## config.mk

```make
export PLATFORM = sky130hd
export DESIGN_NAME = pxu_queue
export DESIGN_NICKNAME = d
export VERILOG_FILES = /design/src/pxu_pkg.sv /design/src/pxu_queue.sv
export SDC_FILE = /design/constraint.sdc
export NUM_CORES = 1
export LEC_CHECK = 0
export ABC_CLOCK_PERIOD_IN_PS = 11720
export BUFFER_PORTS_ARGS = -buffer_cell sky130_fd_sc_hd__buf_2
export CORE_ASPECT_RATIO = 0.8
export CORE_UTILIZATION = 61
export DETAILED_ROUTE_END_ITERATION = 6
export PLACE_DENSITY = 0.84
export SYNTH_ARGS = -nofsm -noshare
export SYNTH_HDL_FRONTEND = slang
export SYNTH_SLANG_ARGS = --single-unit
export TNS_END_PERCENT = 10
```

## constraint.sdc

```tcl
create_clock -name clk -period 11.72 [get_ports clk]
set_input_delay 2.344 -clock clk [delete_from_list [all_inputs] [get_ports clk]]
set_output_delay 2.344 -clock clk [all_outputs]
set_load 0.005 [all_outputs]
```

## src/pxu_pkg.sv

```systemverilog
// pxu_pkg: shared types, constants and helper functions of the 2x pixel-art upscaler
// used by every module of the block but pxu_ram; depends on nothing else
package pxu_pkg;

  localparam int IDX_W   = 6;
  localparam int RGB_W   = 24;
  localparam int SUM_W   = 12;
  localparam int TOT_W   = 4;
  localparam int RECIP_W = 16;
  localparam int PROD_W  = SUM_W + RECIP_W;
  localparam int QUEUE_DEPTH = 4;
  localparam int QCNT_W  = 3;

  localparam logic       REQ_PALETTE = 1'b0;
  localparam logic       REQ_PIXEL   = 1'b1;
  localparam logic [7:0] ABSENT_IDX  = 8'hFF;
  localparam logic [3:0] HUE_MAX     = 4'hC;
  localparam logic [3:0] HUE_BLACK   = 4'hF;
  localparam logic [5:0] BLACK_A     = 6'h0D;
  localparam logic [5:0] BLACK_B     = 6'h1D;
  localparam logic [3:0] W_CENTER    = 4'd5;

  // window positions
  localparam int N_WIN  = 9;
  localparam int POS_C  = 0;
  localparam int POS_T  = 1;
  localparam int POS_B  = 2;
  localparam int POS_L  = 3;
  localparam int POS_R  = 4;
  localparam int POS_TL = 5;
  localparam int POS_TR = 6;
  localparam int POS_BL = 7;
  localparam int POS_BR = 8;

  // corner order: upper left, upper right, lower left, lower right
  localparam int N_CORNER = 4;
  localparam int CORNER_V [N_CORNER] = '{POS_T, POS_T, POS_B, POS_B};
  localparam int CORNER_H [N_CORNER] = '{POS_L, POS_R, POS_L, POS_R};
  localparam int CORNER_D [N_CORNER] = '{POS_TL, POS_TR, POS_BL, POS_BR};

  // select bits of one corner
  localparam int SEL_V = 2;
  localparam int SEL_H = 1;
  localparam int SEL_D = 0;

  typedef struct packed {
    logic        req_type;
    logic [7:0]  center_index;
    logic [7:0]  top_index;
    logic [7:0]  bottom_index;
    logic [7:0]  left_index;
    logic [7:0]  right_index;
    logic [7:0]  top_left_index;
    logic [7:0]  top_right_index;
    logic [7:0]  bottom_left_index;
    logic [7:0]  bottom_right_index;
    logic [5:0]  palette_slot;
    logic [23:0] palette_rgb;
  } in_word_t;

  typedef struct packed {
    logic [23:0] upper_left_rgb;
    logic [23:0] upper_right_rgb;
    logic [23:0] lower_left_rgb;
    logic [23:0] lower_right_rgb;
  } out_word_t;

  // classified pixel as it travels from front to back
  typedef struct packed {
    logic                            blank;
    logic [N_CORNER-1:0][2:0]        sel;
    logic [N_WIN-1:0][RGB_W-1:0]     rgb;
  } work_t;

  function automatic logic is_black(input logic [IDX_W-1:0] a);
    logic r;
    r = (a[3:0] == HUE_BLACK) || (a == BLACK_A) || (a == BLACK_B);
    return r;
  endfunction

  function automatic logic is_close(input logic pa, input logic [IDX_W-1:0] a,
                                    input logic pb, input logic [IDX_W-1:0] b);
    logic [1:0] dq;
    logic [3:0] lin;
    logic [3:0] wrap;
    logic [3:0] dp;
    logic [4:0] hq_gap;
    logic       hue_a;
    logic       hue_b;
    logic       r;
    dq    = (a[5:4] > b[5:4]) ? (a[5:4] - b[5:4]) : (b[5:4] - a[5:4]);
    lin   = (a[3:0] > b[3:0]) ? (a[3:0] - b[3:0]) : (b[3:0] - a[3:0]);
    wrap  = HUE_MAX - lin;
    dp    = (lin < wrap) ? lin : wrap;
    hq_gap = {1'b0, dp} + {3'b000, dq};
    hue_a = (a[3:0] != 4'h0) && (a[3:0] <= HUE_MAX);
    hue_b = (b[3:0] != 4'h0) && (b[3:0] <= HUE_MAX);
    r = (a == b) || ((a[3:0] == b[3:0]) && (dq < 2'd3)) ||
        (hue_a && hue_b && (hq_gap < 5'd3)) || (is_black(a) && is_black(b));
    return pa && pb && r;
  endfunction

  // weighted channel sum of one corner
  function automatic logic [SUM_W-1:0] mix_sum(input logic [7:0] c, input logic [7:0] v,
                                               input logic [7:0] h, input logic [7:0] d,
                                               input logic [2:0] sel);
    logic [SUM_W-1:0] s;
    s = {2'b00, c, 2'b00} + {4'h0, c};
    if (sel[SEL_V]) s = s + {3'b000, v, 1'b0};
    if (sel[SEL_H]) s = s + {3'b000, h, 1'b0};
    if (sel[SEL_D]) s = s + {4'h0, d};
    return s;
  endfunction

  function automatic logic [TOT_W-1:0] mix_total(input logic [2:0] sel);
    logic [TOT_W-1:0] t;
    t = W_CENTER + (sel[SEL_V] ? 4'd2 : 4'd0) + (sel[SEL_H] ? 4'd2 : 4'd0) +
        (sel[SEL_D] ? 4'd1 : 4'd0);
    return t;
  endfunction

  // floor(65536 / total), totals run from 5 to 10
  function automatic logic [RECIP_W-1:0] recip(input logic [TOT_W-1:0] t);
    logic [RECIP_W-1:0] m;
    unique case (t)
      4'd5:    m = 16'd13107;
      4'd6:    m = 16'd10922;
      4'd7:    m = 16'd9362;
      4'd8:    m = 16'd8192;
      4'd9:    m = 16'd7281;
      4'd10:   m = 16'd6553;
      default: m = 16'd13107;
    endcase
    return m;
  endfunction

endpackage

```

## src/pxu_queue.sv

```systemverilog
// pxu_queue: short fifo of classified words between front and back
// depends on pxu_pkg
module pxu_queue (
  input  logic                          clk,
  input  logic                          rst_n,
  input  logic                          push,
  input  pxu_pkg::work_t                push_data,
  input  logic                          pop,
  output pxu_pkg::work_t                head,
  output logic                          not_empty,
  output logic [pxu_pkg::QCNT_W-1:0]    count
);

  localparam int PW = $clog2(pxu_pkg::QUEUE_DEPTH);

  pxu_pkg::work_t               slots [pxu_pkg::QUEUE_DEPTH];
  logic [PW-1:0]                wr_ptr_r, wr_ptr_nxt;
  logic [PW-1:0]                rd_ptr_r, rd_ptr_nxt;
  logic [pxu_pkg::QCNT_W-1:0]   count_r, count_nxt;

  // pointer and fill count
  always_comb begin
    wr_ptr_nxt = push ? wr_ptr_r + 1'b1 : wr_ptr_r;
    rd_ptr_nxt = pop  ? rd_ptr_r + 1'b1 : rd_ptr_r;
    count_nxt  = count_r;
    if (push && !pop) begin
      count_nxt = count_r + 1'b1;
    end else if (pop && !push) begin
      count_nxt = count_r - 1'b1;
    end
  end

  always_ff @(posedge clk) begin
    if (!rst_n) begin
      wr_ptr_r <= '0;
      rd_ptr_r <= '0;
      count_r  <= '0;
    end else begin
      wr_ptr_r <= wr_ptr_nxt;
      rd_ptr_r <= rd_ptr_nxt;
      count_r  <= count_nxt;
    end
  end

  // storage
  always_ff @(posedge clk) begin
    if (push) begin
      slots[wr_ptr_r] <= push_data;
    end
  end

  assign head      = slots[rd_ptr_r];
  assign not_empty = (count_r != '0);
  assign count     = count_r;

endmodule

```

# Yosys cells after proc, flatten, opt, wreduce, memory -nomap -nowiden
# Memories as Yosys holds them, arrays and structs flattened. A register that Yosys moved wholly into a read port is not among the register bits.
# Index checks and enable logic that the tools add are counted.
# W data, S select, Z words.
op_classes:
  addsub: 4
  mux: 6
  n_reduce_logical: 6
ops:
  columns: ["cell", "n"]
  rows:
  - ["$mux W3", 2]
  - ["$add A2 B1 Y2 const B", 2]
  - ["$mux W2", 2]
  - ["$add A3 B1 Y3 const B", 1]
  - ["$reduce_bool A3 Y1", 1]
  - ["$sub A3 B1 Y3 const B", 1]
  - ["$logic_and A1 B1 Y1", 2]
  - ["$logic_not A1 Y1", 2]
  - ["$mux W1", 2]
  - ["$reduce_bool A2 Y1", 1]
word_totals:
  register_bits: 7
  ramBits: 916
  output_inout_bits: 233
  mem_count: 1
memory_table:
  columns: ["memory", "depth", "word_bits", "rd", "rd_ports_with_merged_regs", "wr", "line_no", "rtl"]
  rows:
  - ["slots", 4, 229, 1, 1, 1, "pxu_queue.sv:16", "pxu_pkg::work_t slots [pxu_pkg::QUEUE_DEPTH];"]

# Logic depth before layout (Yosys ltp)
depth:
  depth_word: 4
  ltp_mapped: 7

# Least setup slack after synthesis
# OpenSTA, ideal clock, no wires.
synth_path:
  kind: "input port to flip-flop"
  startpoint: "in push"
  endpoint: "mem slots[0][0] in the netlist's numbering (enable)"
  arrival_ps: 7528
  slack_ps: 3575
  cell_stages: 1
  path_cell_list: "and2_1"
synth_via:
  elab_chain_cells: 2
synth_rtl:
  columns: ["element", "line_no", "rtl"]
  rows:
  - ["from (decl)", "pxu_queue.sv:6", "input logic push,"]
  - ["$mux W1", "pxu_queue.sv:47", "if (push) begin"]
  - ["$mux W1 (implied by the code)", "pxu_queue.sv:48", "slots[wr_ptr_r] <= push_data;"]
  - ["to (decl)", "pxu_queue.sv:16", null]
# No other way between the ends.

==> impl_summary.md <==
Place
Detailed placement finished with a half-perimeter wire length of 40700 µm. The quantity of I/O buffers inserted on ports is 465. At the end of routability-driven placement, the weighted congestion stood at 0.810. The number of placed instances, taps included, is 2371.

Clock tree
TritonCTS created 83 clock buffers. The post-CTS setup-driven buffer insertion count is 0. At the later pin of the worst-skew pair, clock insertion delay measures 0.63 ns. In this run the number of H-tree levels came out at 3.

TritonCTS built the clock tree. After clock tree synthesis, the flow added hold-fix buffers numbering 0. The root buffer cell is clkbuf_16.

The clock slew at the register clock pins of the worst setup and hold paths is 0.06 ns. The clock tree buffer depth is 3. The number of sinks driven by the clock tree is 925. The number of instances resized during post-cts repair is 0.

Yosys
The netlist area before placement is 0.0337 mm². The cell count after synthesis is 1238. The synthesized flop and latch total is 925.

The count of cell types in the netlist is 21. Counting every net in the synthesized netlist gives 1477. Sequential elements use 82.1% of the synthesized area. During synthesis, Yosys emitted a total of 0 warnings. The average footprint of a synthesized cell is 27.2 µm².

Die
The die outline width is 265 µm. The floorplan die area is 0.0562 mm². Once the floorplan was initialized, standard cells occupied 62.2% of the core.

During I/O placement, the number of pins put on the boundary was 466. The floorplan has 76 rows. The floorplan step set the die height to 212 µm. The floorplan step defined a core boundary enclosing 0.0542 mm².

Route
The first detailed-routing pass took 5 iterations. Detailed routing inserted a total of 15604 vias. The first routing iteration left 1585 violations. The wire length reported by the detailed router is 71000 µm.

The detail-routed net length per standard cell is 27.9 µm. The post-detailed-route count of antenna-violating nets is 0. The average vias per placed instance is 6.14. The final routed DRC violation total is 0.

Worst setup path
The worst setup path is launched from a flip-flop. The largest fanout of any net on the critical path is 69. The cell depth of the worst flop-to-flop path is 4.

The worst endpoint required time is 9.38 ns. In this run the critical register-to-register path is launched from wr_ptr_r[0]$_SDFFE_PN0P_. At the worst endpoint, the arrival time is 3.85 ns. The class of the most critical setup path is flip-flop to output port. STA classifies the critical path endpoint as an output port. The endpoint identified for the worst register-to-register timing path is slots[1][196]$_DFFE_PP_. The minimum setup slack among reg-to-reg paths is 8.16 ns.

Min path
The type of the most critical hold path is flip-flop to flip-flop. The depth of the worst hold-timing path is 2. For hold timing, the worst endpoint is wr_ptr_r[1]$_SDFFE_PN0P_.

The source of the worst hold timing path is wr_ptr_r[1]$_SDFFE_PN0P_.

Finish
For this run, the post-layout net count is 1993. The fraction of final layout cells with drive strength greater than 1 is 45.5%. Leaving out filler cells and counting taps, the final layout contains 2542. The number of fillers in the final layout is 2921. From synthesis to final layout, the design area changed by 16.3%.

Status
The flow ran to the end, and the final reports show no timing, DRC or antenna violations.

Global routing
Entering global routing, the biggest net connects 104 pins. The initial antenna violation count is 28. The number of global-route vias before repair was 15985. For this run the aggregate overflow at the end of global routing stands at 0. The first global-routing pass estimated 101000 µm of wire. The total routing usage reported by global routing is 25.1%.

STA
Headroom to the max-slew limit came out at 27.9%. The final number of hold-violating endpoints is 0. Derived from the worst setup path, the maximum achievable clock frequency is 161 MHz. On the final layout, the worst clock skew is 0.0330 ns. Adding up every negative setup slack in the final design gives 0 ns. The number of pins exceeding their max-slew limit in the final report was 0. The worst path in the final design needs a cycle of 6.20 ns, including I/O delays and setup.

Setup repair after global routing left no endpoint under its margin. The share of the clock period used by the worst path is 52.9%. The slew at the pin closest to its max-slew limit is 1.08 ns. Setup violations remaining at the end of the flow were counted as 0.

Power
For this design the ratio of total power to cell area is 183 mW/mm². The analysis attributes to cell leakage a power of 13.1 nW. The peak supply drop is 0.167 mV.

Flow run
The max capacitance violation total is 0.
## layout by cell type (no fill, tap or decap), drive strengths merged
cell type / netlist / layout
clkbuf: 3 / 108
ha: 5 / 5
dfxtp: 9 / 9
inv: 4 / 7
bufinv: 0 / 8
mux4: 229 / 229
fa: 1 / 1
o21ai: 1 / 1
xor2: 3 / 3
clkinv: 0 / 29
buf: 48 / 482
nor2b: 2 / 2
diode: 0 / 20
edfxtp: 916 / 916
a21boi: 1 / 1
nand2: 1 / 1
clkinvlp: 0 / 3
or3: 2 / 2
mux2i: 2 / 2
xnor2: 2 / 2
and2: 9 / 9
## sequential cells by signal, summed over array words and instances, names as in the netlist, named ones only
signal and cells:
count 3, rd_ptr_r 2, slots 916, wr_ptr_r 2
## synth_stat cells
library cell | number | area [µm²]
nor2b_1 | 2 | 12.5
clkbuf_1 | 3 | 11.3
dfxtp_1 | 9 | 180
fa_1 | 1 | 20.0
buf_6 | 2 | 22.5
buf_8 | 1 | 15.0
or3_1 | 2 | 12.5
ha_1 | 5 | 62.6
inv_1 | 4 | 15.0
nand2_1 | 1 | 3.75
a21boi_0 | 1 | 7.51
buf_2 | 22 | 110
o21ai_0 | 1 | 5.00
mux4_2 | 229 | 5160
and2_1 | 9 | 56.3
xnor2_1 | 2 | 17.5
buf_12 | 22 | 440
mux2i_1 | 2 | 20.0
buf_4 | 1 | 7.51
edfxtp_1 | 916 | 27500
xor2_1 | 3 | 26.3
## power breakdown
group	switching [mW]	internal (mW)
Clock	1.15	1.53
Sequential	0.0560	3.81
Combinational	0.336	0.299
Total	1.54	5.63
## worst max-delay path: stages (launching register included)
cell	delay, ns
dfxtp_4	0.87
buf_4	0.71
buf_4	0.83
mux4_2	0.47
buf_2	0.16
## area by class of cell
cell class / count / area (µm²) / area share, %
clock inverters: 43 / 443 / 1.13
diodes: 20 / 50.0 / 0.128
multi-input cells: 258 / 5410 / 13.8
flip-flops and latches: 925 / 27700 / 70.6
well taps: 702 / 878 / 2.24
clock buffers: 108 / 2230 / 5.70
inverters: 4 / 15.0 / 0.0383
repair buffers: 482 / 2480 / 6.33
## through the flow
stage	utilization, %	power (mW)	cell area [µm²]	hold WS [ns]	setup slack (ns)
floorplan	-	4.31	33700	0.488	3.57
global placement	67.3	4.53	36500	0.481	6.25
detailed placement	67.3	4.56	36500	0.524	6.20
CTS	72.2	7.22	39200	0.597	5.53
global route	72.3	7.38	39200	0.614	5.43
finish	72.3	7.18	39200	0.605	5.52
## logic make-up after synthesis
group,after synthesis,synth area share (%)
AO/OA/AOI/OAI,2,0.0371
XOR/XNOR,5,0.130
adder cells (fa/ha/maj),6,0.245
buffers and inverters,55,1.84
flip-flops,925,82.1
multiplexers,231,15.4
AND/OR/NAND/NOR,14,0.252
## worst max-delay path by stage
stage / from / endpoint / slack [ns] / cells after the start
floorplan: push / slots[0][0]$_DFFE_PP_ / 3.57 / 1
global placement: push / slots[1][163]$_DFFE_PP_ / 6.25 / 4
detailed placement: flip-flop / head[155] / 6.20 / 4
CTS: flip-flop / head[135] / 5.53 / 4
global route: flip-flop / head[135] / 5.43 / 4
finish: flip-flop / head[135] / 5.52 / 4
## layer usage
| layer | vias up | GRT usage, % | wire length, µm |
|---|---|---|---|
| met2 | 852 | 40.7 | 36000 |
| met5 | - | 0 | 159 |
| met3 | 138 | 7.44 | 6850 |
| met4 | 22 | 8.05 | 1660 |
| met1 | 8149 | 33.2 | 26400 |
| li1 | 6443 | - | - |
Note: power is estimated with default switching activity, not from simulation.
